### src/sv/stepdir_pkg.sv
// Shared types for the step/direction generator: command codes and the
// input word that travels from the input stage to the step core. No dependencies.
package stepdir_pkg;

  localparam int unsigned AmountBits = 32;
  localparam int unsigned StepDelayBits = 16;
  localparam int unsigned PositionOutBits = 32;

  typedef enum logic [1:0] {
    OP_TICK     = 2'd0,
    OP_SET_POS  = 2'd1,
    OP_MOVE_ABS = 2'd2,
    OP_MOVE_REL = 2'd3
  } stepdir_op_e;

  typedef struct packed {
    stepdir_op_e                      op;
    logic signed [AmountBits-1:0]     amount;
    logic        [StepDelayBits-1:0]  step_delay;
  } stepdir_word_t;

  typedef struct packed {
    logic          valid;
    stepdir_word_t word;
  } stepdir_in_t;

endpackage

### src/sv/stepdir_in_stage.sv
// Input register of the step/direction generator: holds one accepted word
// until the step core takes it. Depends on stepdir_pkg.
module stepdir_in_stage
  import stepdir_pkg::*;
(
  input  logic                            clk_i,
  input  logic                            rst_ni,
  input  logic                            in_valid_i,
  output logic                            in_stall_o,
  input  stepdir_word_t                   word_i,
  input  logic                            advance_i,
  output stepdir_in_t                     held_o
);

  logic          valid_q;
  stepdir_word_t word_q;

  // Stall only while a word is held and the core cannot take it this cycle.
  assign in_stall_o = valid_q && !advance_i;

  always_ff @(posedge clk_i or negedge rst_ni) begin
    if (!rst_ni) begin
      valid_q <= 1'b0;
    end else if (!in_stall_o) begin
      valid_q <= in_valid_i;
    end
  end

  always_ff @(posedge clk_i) begin
    if (in_valid_i && !in_stall_o) begin
      word_q <= word_i;
    end
  end

  assign held_o.valid = valid_q;
  assign held_o.word  = word_q;

endmodule

### src/sv/stepdir_core.sv
// Step core: position, target, countdown and direction state, the single-pass
// update for one word, and the result register. Depends on stepdir_pkg.
module stepdir_core
  import stepdir_pkg::*;
#(
  parameter int unsigned POSITION_BITS = 32,
  parameter int unsigned DELAY_BITS    = 16
) (
  input  logic                               clk_i,
  input  logic                               rst_ni,
  input  logic                               invert_i,
  input  stepdir_in_t                        held_i,
  output logic                               advance_o,
  output logic                               out_valid_o,
  input  logic                               out_stall_i,
  output logic                               step_pulse_o,
  output logic                               dir_level_o,
  output logic signed [PositionOutBits-1:0]  position_o,
  output logic                               at_target_o
);

  logic [POSITION_BITS-1:0] pos_q, pos_d;
  logic [POSITION_BITS-1:0] tgt_q, tgt_d;
  logic [DELAY_BITS-1:0]    cnt_q, cnt_d;
  logic                     dir_q, dir_d;
  logic                     pulse_d;

  logic                     out_valid_q, out_valid_d;
  logic                     pulse_q;
  logic [PositionOutBits-1:0] pos_out_q;
  logic                     at_tgt_q;

  logic [63:0]              amt_ext;
  logic [POSITION_BITS-1:0] amt;
  logic [31:0]              dly_ext;
  logic [DELAY_BITS-1:0]    dly;
  logic [POSITION_BITS-1:0] diff;
  logic                     moving;
  logic                     forward;
  logic [63:0]              pos_ext;

  // Take the next word when the result slot is free or being drained.
  assign advance_o = held_i.valid && (!out_valid_q || !out_stall_i);

  assign amt_ext = 64'(held_i.word.amount);
  assign amt     = amt_ext[POSITION_BITS-1:0];
  assign dly_ext = 32'(held_i.word.step_delay);
  assign dly     = dly_ext[DELAY_BITS-1:0];
  assign diff    = tgt_q - pos_q;
  assign moving  = (diff != '0);
  assign forward = !diff[POSITION_BITS-1];

  always_comb begin
    pos_d   = pos_q;
    tgt_d   = tgt_q;
    cnt_d   = cnt_q;
    dir_d   = dir_q;
    pulse_d = 1'b0;
    unique case (held_i.word.op)
      OP_SET_POS: begin
        pos_d = amt;
        tgt_d = amt;
      end
      OP_MOVE_ABS: tgt_d = amt;
      OP_MOVE_REL: tgt_d = pos_q + amt;
      OP_TICK: begin
        if (moving) begin
          dir_d = forward ^ invert_i;
          if (cnt_q == '0) begin
            pulse_d = 1'b1;
            pos_d   = forward ? pos_q + 1'b1 : pos_q - 1'b1;
            cnt_d   = dly;
          end else begin
            cnt_d = cnt_q - 1'b1;
          end
        end else if (cnt_q != '0) begin
          cnt_d = cnt_q - 1'b1;
        end
      end
      default: ;
    endcase
  end

  assign pos_ext = 64'(pos_d);

  always_comb begin
    if (advance_o) begin
      out_valid_d = 1'b1;
    end else if (!out_stall_i) begin
      out_valid_d = 1'b0;
    end else begin
      out_valid_d = out_valid_q;
    end
  end

  always_ff @(posedge clk_i or negedge rst_ni) begin
    if (!rst_ni) begin
      pos_q       <= '0;
      tgt_q       <= '0;
      cnt_q       <= '0;
      dir_q       <= 1'b0;
      out_valid_q <= 1'b0;
    end else begin
      out_valid_q <= out_valid_d;
      if (advance_o) begin
        pos_q <= pos_d;
        tgt_q <= tgt_d;
        cnt_q <= cnt_d;
        dir_q <= dir_d;
      end
    end
  end

  always_ff @(posedge clk_i) begin
    if (advance_o) begin
      pulse_q   <= pulse_d;
      pos_out_q <= pos_ext[PositionOutBits-1:0];
      at_tgt_q  <= (pos_d == tgt_d);
    end
  end

  assign out_valid_o  = out_valid_q;
  assign step_pulse_o = pulse_q;
  assign dir_level_o  = dir_q;
  assign position_o   = pos_out_q;
  assign at_target_o  = at_tgt_q;

endmodule

### src/sv/stepper_step_dir_generator_unit.sv
// Top level of the step/direction pulse generator: configuration register,
// input stage and step core. Depends on stepdir_pkg, stepdir_in_stage, stepdir_core.
//
//   channel  | handshake               | payload
//   ---------+-------------------------+---------------------------------------------
//   in       | in_valid_i / in_stall_o | op_i, amount_i, step_delay_i
//   out      | out_valid_o/out_stall_i | step_pulse_o, dir_level_o, position_o, at_target_o
//   cfg      | cfg_we_i                | cfg_data_i (invert_direction)
//
// Flow: one word per clock while the output does not stall; a word is loaded into the
//   input register on acceptance and moves into the result register when the core takes it.
// The step core updates position, target, countdown and direction in a single
//   pass when a word moves from the input register into the result register.
// Reset clears position, target, countdown, direction, the invert setting and
//   both valid flags; no clearing pass is needed.
// A stall on the output holds the result; the input register still takes one
//   more word, and in_stall_o rises only while that word cannot move on.
module stepper_step_dir_generator_unit
  import stepdir_pkg::*;
#(
  parameter int unsigned POSITION_BITS = 32,
  parameter int unsigned DELAY_BITS    = 16
) (
  input  logic                               clk_i,
  input  logic                               rst_ni,
  input  logic                               cfg_we_i,
  input  logic                               cfg_data_i,
  input  logic                               in_valid_i,
  output logic                               in_stall_o,
  input  logic [1:0]                         op_i,
  input  logic signed [AmountBits-1:0]       amount_i,
  input  logic [StepDelayBits-1:0]           step_delay_i,
  output logic                               out_valid_o,
  input  logic                               out_stall_i,
  output logic                               step_pulse_o,
  output logic                               dir_level_o,
  output logic signed [PositionOutBits-1:0]  position_o,
  output logic                               at_target_o
);

  logic          invert_q;
  stepdir_word_t word_in;
  stepdir_in_t   held;
  logic          advance;

  // Invert setting; the user must write it only while the block is idle; the block does not enforce this.
  always_ff @(posedge clk_i or negedge rst_ni) begin
    if (!rst_ni) begin
      invert_q <= 1'b0;
    end else if (cfg_we_i) begin
      invert_q <= cfg_data_i;
    end
  end

  assign word_in.op         = stepdir_op_e'(op_i);
  assign word_in.amount     = amount_i;
  assign word_in.step_delay = step_delay_i;

  stepdir_in_stage u_in_stage (
    .clk_i      (clk_i),
    .rst_ni     (rst_ni),
    .in_valid_i (in_valid_i),
    .in_stall_o (in_stall_o),
    .word_i     (word_in),
    .advance_i  (advance),
    .held_o     (held)
  );

  stepdir_core #(
    .POSITION_BITS (POSITION_BITS),
    .DELAY_BITS    (DELAY_BITS)
  ) u_core (
    .clk_i        (clk_i),
    .rst_ni       (rst_ni),
    .invert_i     (invert_q),
    .held_i       (held),
    .advance_o    (advance),
    .out_valid_o  (out_valid_o),
    .out_stall_i  (out_stall_i),
    .step_pulse_o (step_pulse_o),
    .dir_level_o  (dir_level_o),
    .position_o   (position_o),
    .at_target_o  (at_target_o)
  );

endmodule

### config.mk
export PLATFORM = sky130hd
export DESIGN_NAME = stepper_step_dir_generator_unit
export DESIGN_NICKNAME = d
export VERILOG_FILES = /design/src/sv/stepdir_pkg.sv /design/src/sv/stepdir_in_stage.sv /design/src/sv/stepdir_core.sv /design/src/sv/stepper_step_dir_generator_unit.sv
export SDC_FILE = /design/constraint.sdc
export NUM_CORES = 1
export LEC_CHECK = 0
export ABC_AREA = 1
export BUFFER_PORTS_ARGS = -buffer_cell sky130_fd_sc_hd__buf_4
export CAP_MARGIN = 15
export CORE_MARGIN = 3
export CORE_UTILIZATION = 44
export DETAILED_ROUTE_END_ITERATION = 16
export PLACE_DENSITY = 0.7
export SETUP_SLACK_MARGIN = 0.15
export SYNTH_ARGS = -nofsm -noshare
export SYNTH_HDL_FRONTEND = slang
export SYNTH_SLANG_ARGS = --single-unit
### constraint.sdc
create_clock -name clk_i -period 6 [get_ports clk_i]
set_clock_uncertainty 0.05 [all_clocks]
set_input_delay 0.9 -clock clk_i [delete_from_list [all_inputs] [get_ports clk_i]]
set_output_delay 0.9 -clock clk_i [all_outputs]
set_load 0.02 [all_outputs]
==> results.py <==
metrics = {
    "synthesis": {
        "syn_inst": 2247,
        "synthTopCellsByArea": "nand2_1 (18%), edfxtp_1 (17%), dfrtp_1 (14%)",
        "yosys_warnings": 0,
        "synth_cell_types": 49,
        "synth_top_flop_cell": "edfxtp_1",
        "async_reset_ff_frac": 0.500,
        "synth-xor-area-share": 0.0217,
        "ys_seq_elements": 168,
        "syn-cell-area_um2": 14900,
        "syn_area_per_cell_um2": 6.64,
        "synth_edf_count": 84,
        "synth_area_leader_cell": "nand2_1",
        "synth_seq_area_share": 0.310,
        "syn_nets": 2403,
        "synth.area.mux_share": 0.000755,
        "synth_top_family_by_area": "simple AND/OR/NAND/NOR gates",
        "synthSimpleGateAreaFrac": 0.327,
        "synth-compound-area-share": 0.162,
        "synth_fa_ha_area_frac": 0.0849,
        "synth_top_area_share": 0.181,
    },
    "finish": {
        "multi_input_comb_area_um2": 8960,
        "num-fill-cells": 3288,
        "diodes": 0,
        "final_cell_mix": "nand2_1 (720), inv_1 (290), o21ai_0 (182)",
        "final_common_cell": "nand2_1",
        "nets": 2474,
        "final-seq-area_um2": 4630,
        "area_growth_pct": 12.0,
        "drive_gt1_frac": 0.0794,
    },
    "sta": {
        "max_slew_margin": 0.266,
        "rsz0062_at_grt": "false",
        "drv_slew": 0,
        "tns_ns": 0,
        "fin_crit_sh": 0.919,
        "post-route-min-period_ns": 5.51,
        "setup_viol": 0,
        "max_freq_mhz": 181,
        "tightest_slew_ns": 1.10,
        "hold_violations": 0,
    },
    "place": {
        "gp_congestion": 0.986,
        "numPortBuffers": 92,
        "hpwl_mm": 40.9,
    },
    "run": {
        "maxCapViolations": 0,
    },
    "clock_network": {
        "clk_pin_slew_ns": 0.08,
        "clk_latency_ns": 0.48,
        "htree_levels": 4,
        "holdBufCountCts": 0,
        "cts_tree": "yes",
        "clock_sinks": 168,
        "cts_root_buf": "clkbuf_16",
        "clockBufferDepth": 2,
        "cts_made_buffers": 17,
    },
    "critical_path": {
        "cp_slowest_cell": "dfrtp_1",
        "end_kind": "register",
        "cp.arrival_ns": 5.80,
        "worst_setup_path_start_kind": "register",
        "r2r_slack_ns": 0.49,
        "crit_top_cell": "nand2_1",
        "cpPeakStageDelay_ns": 0.50,
        "crit_fanout": 17,
        "worst-endpoint-required_ns": 6.29,
        "path_class": "reg2reg",
    },
    "die": {
        "dieWidth_um": 190,
        "rows": 66,
        "die_area_um2": 36200,
        "start_util": 0.453,
        "fp.coreArea_um2": 32900,
        "dieHeight_um": 190,
        "ios": 93,
    },
    "global_routing": {
        "grt_pass1_wl_mm": 84.0,
        "grt-ovfl-total": 0,
        "gr-usage-all-layers": 0.299,
        "grt_pass1_vias": 15039,
        "grt_start_max_net_pins": 98,
        "antenna_found_initial": 0,
    },
    "routing": {
        "avgViaCountPerCell": 5.72,
        "vias": 15849,
        "drt_pass1_iterations": 8,
        "ant_nets": 0,
        "first_iter_violations": 1663,
        "routed_wl_mm": 53.7,
        "drc": 0,
        "wl_per_cell_um": 19.3,
    },
    "pwr": {
        "p_clk_frac": 0.119,
        "ir_drop_mv": 0.317,
        "power_density_nw_per_um2": 589,
        "leakage_nw": 8.52,
        "power_frac_seq": 0.185,
        "internal_power_w": 0.00434,
        "p_total_w": 0.00985,
        "switchingPower_w": 0.00551,
        "sw_frac_of_total": 0.559,
        "comb_power_share": 0.696,
    },
    "worst_hold_path": {
        "hold_class": "in2async",
    },
    "status": {
        "status": "complete, no violations",
    },
}
-- flip-flops by register name (all words and copies together), names as in the netlist --
name	flops
u_core.dir_level_o	1
u_core.position_o	32
u_core.cnt_q	16
invert_q	1
u_core.tgt_q	32
u_core.pos_q	32
u_core.step_pulse_o	1
u_core.at_target_o	1
u_in_stage.valid_q	1
u_core.out_valid_o	1
u_in_stage.held_o	50
-- synthesized netlist by cell type (6+ instances only) --
master	count
nand2_1	721
inv_1	291
o21ai_0	184
nor2_1	157
a21oi_1	152
nand3_1	137
ha_1	98
dfrtp_1	84
edfxtp_1	84
nand4_1	60
clkbuf_1	39
a22oi_1	34
xor2_1	30
nand3b_1	23
nor3_1	21
a21o_1	14
o21bai_1	12
o211ai_1	10
buf_2	8
xnor2_1	7
a31oi_1	6
buf_1	6
inv_2	6
nor4_1	6
-- layout make-up --
class / count / share of cell area
Tap cell: 442 / 0.0331
Clock buffer: 17 / 0.0255
Sequential cell: 168 / 0.277
Multi-Input combinational cell: 1721 / 0.536
Timing Repair Buffer: 111 / 0.0506
Inverter: 299 / 0.0672
Clock inverter: 15 / 0.0106
-- worst paths after layout --
path / start / endpoint / cells past startpoint
min in group clk_i: u_in_stage.valid_q$_DFFE_PN0N_ / u_core.out_valid_o$_DFFE_PN0P_ / 2
min: rst_ni / u_core.cnt_q[1]$_DFFE_PN0P_ / 1
max in group asynchronous: rst_ni / u_core.pos_q[14]$_DFFE_PN0P_ / 2
min reg2reg: u_in_stage.valid_q$_DFFE_PN0N_ / u_core.out_valid_o$_DFFE_PN0P_ / 2
max: u_core.pos_q[5]$_DFFE_PN0P_ / u_core.at_target_o$_DFFE_PP_ / 34
max reg2reg: u_core.pos_q[5]$_DFFE_PN0P_ / u_core.at_target_o$_DFFE_PP_ / 34
-- metal layers --
layer / routed length [um] / global-route usage / part of all wire
met1: 22700 / 0.391 / 0.42
met2: 23800 / 0.477 / 0.44
met3: 4200 / 0.0455 / 0.078
met4: 2980 / 0.159 / 0.056
met5: 0 / 0 / 0
-- kinds of logic after synthesis --
logic type               count (synthesis)
AND/OR/NAND/NOR                       1151
AO/OA/AOI/OAI                          432
buffers and inverters                  358
flip-flops                             168
adder cells (fa/ha/maj)                100
XOR/XNOR                                37
multiplexers                             1
-- worst max-delay path, delay by kind of cell (launching register included) --
family	cells	cell delay, ns
buffers and inverters	2	0.38
and+or+nand+nor	26	2.93
DFF	1	0.50
adders and majority gates	2	0.72
AOI/OAI and AO/OA	4	0.80
-- through the flow --
stage	cell area [um^2]	std cells	hold WS (ns)	utilization	setup WS, ns
after floorplan	14900	2247	0.384	-	1.55
after global placement	16000	2739	0.417	0.487	0.276
after detailed placement	16000	2739	0.426	0.487	0.220
after CTS	16600	2771	0.367	0.505	0.164
after global routing	16700	2773	0.385	0.507	0.107
final	16700	2773	0.351	0.507	0.488
-- what timing repair did --
action,4_1_cts,5_1_grt
resized for setup,0,12
setup endpoints to repair,0,2
buffers inserted,0,1
-- power by group through the flow --
| stage | Combinational [W] | Clock, W | Sequential (W) |
|---|---|---|---|
| floorplan | 0.00482 | 0 | 0.00175 |
| global placement | 0.00658 | 0 | 0.00183 |
| detailed placement | 0.00660 | 0 | 0.00183 |
| CTS | 0.00666 | 0.00119 | 0.00181 |
| global route | 0.00770 | 0.00123 | 0.00184 |
| finish | 0.00685 | 0.00118 | 0.00182 |
(Power assumes the default switching activity.)
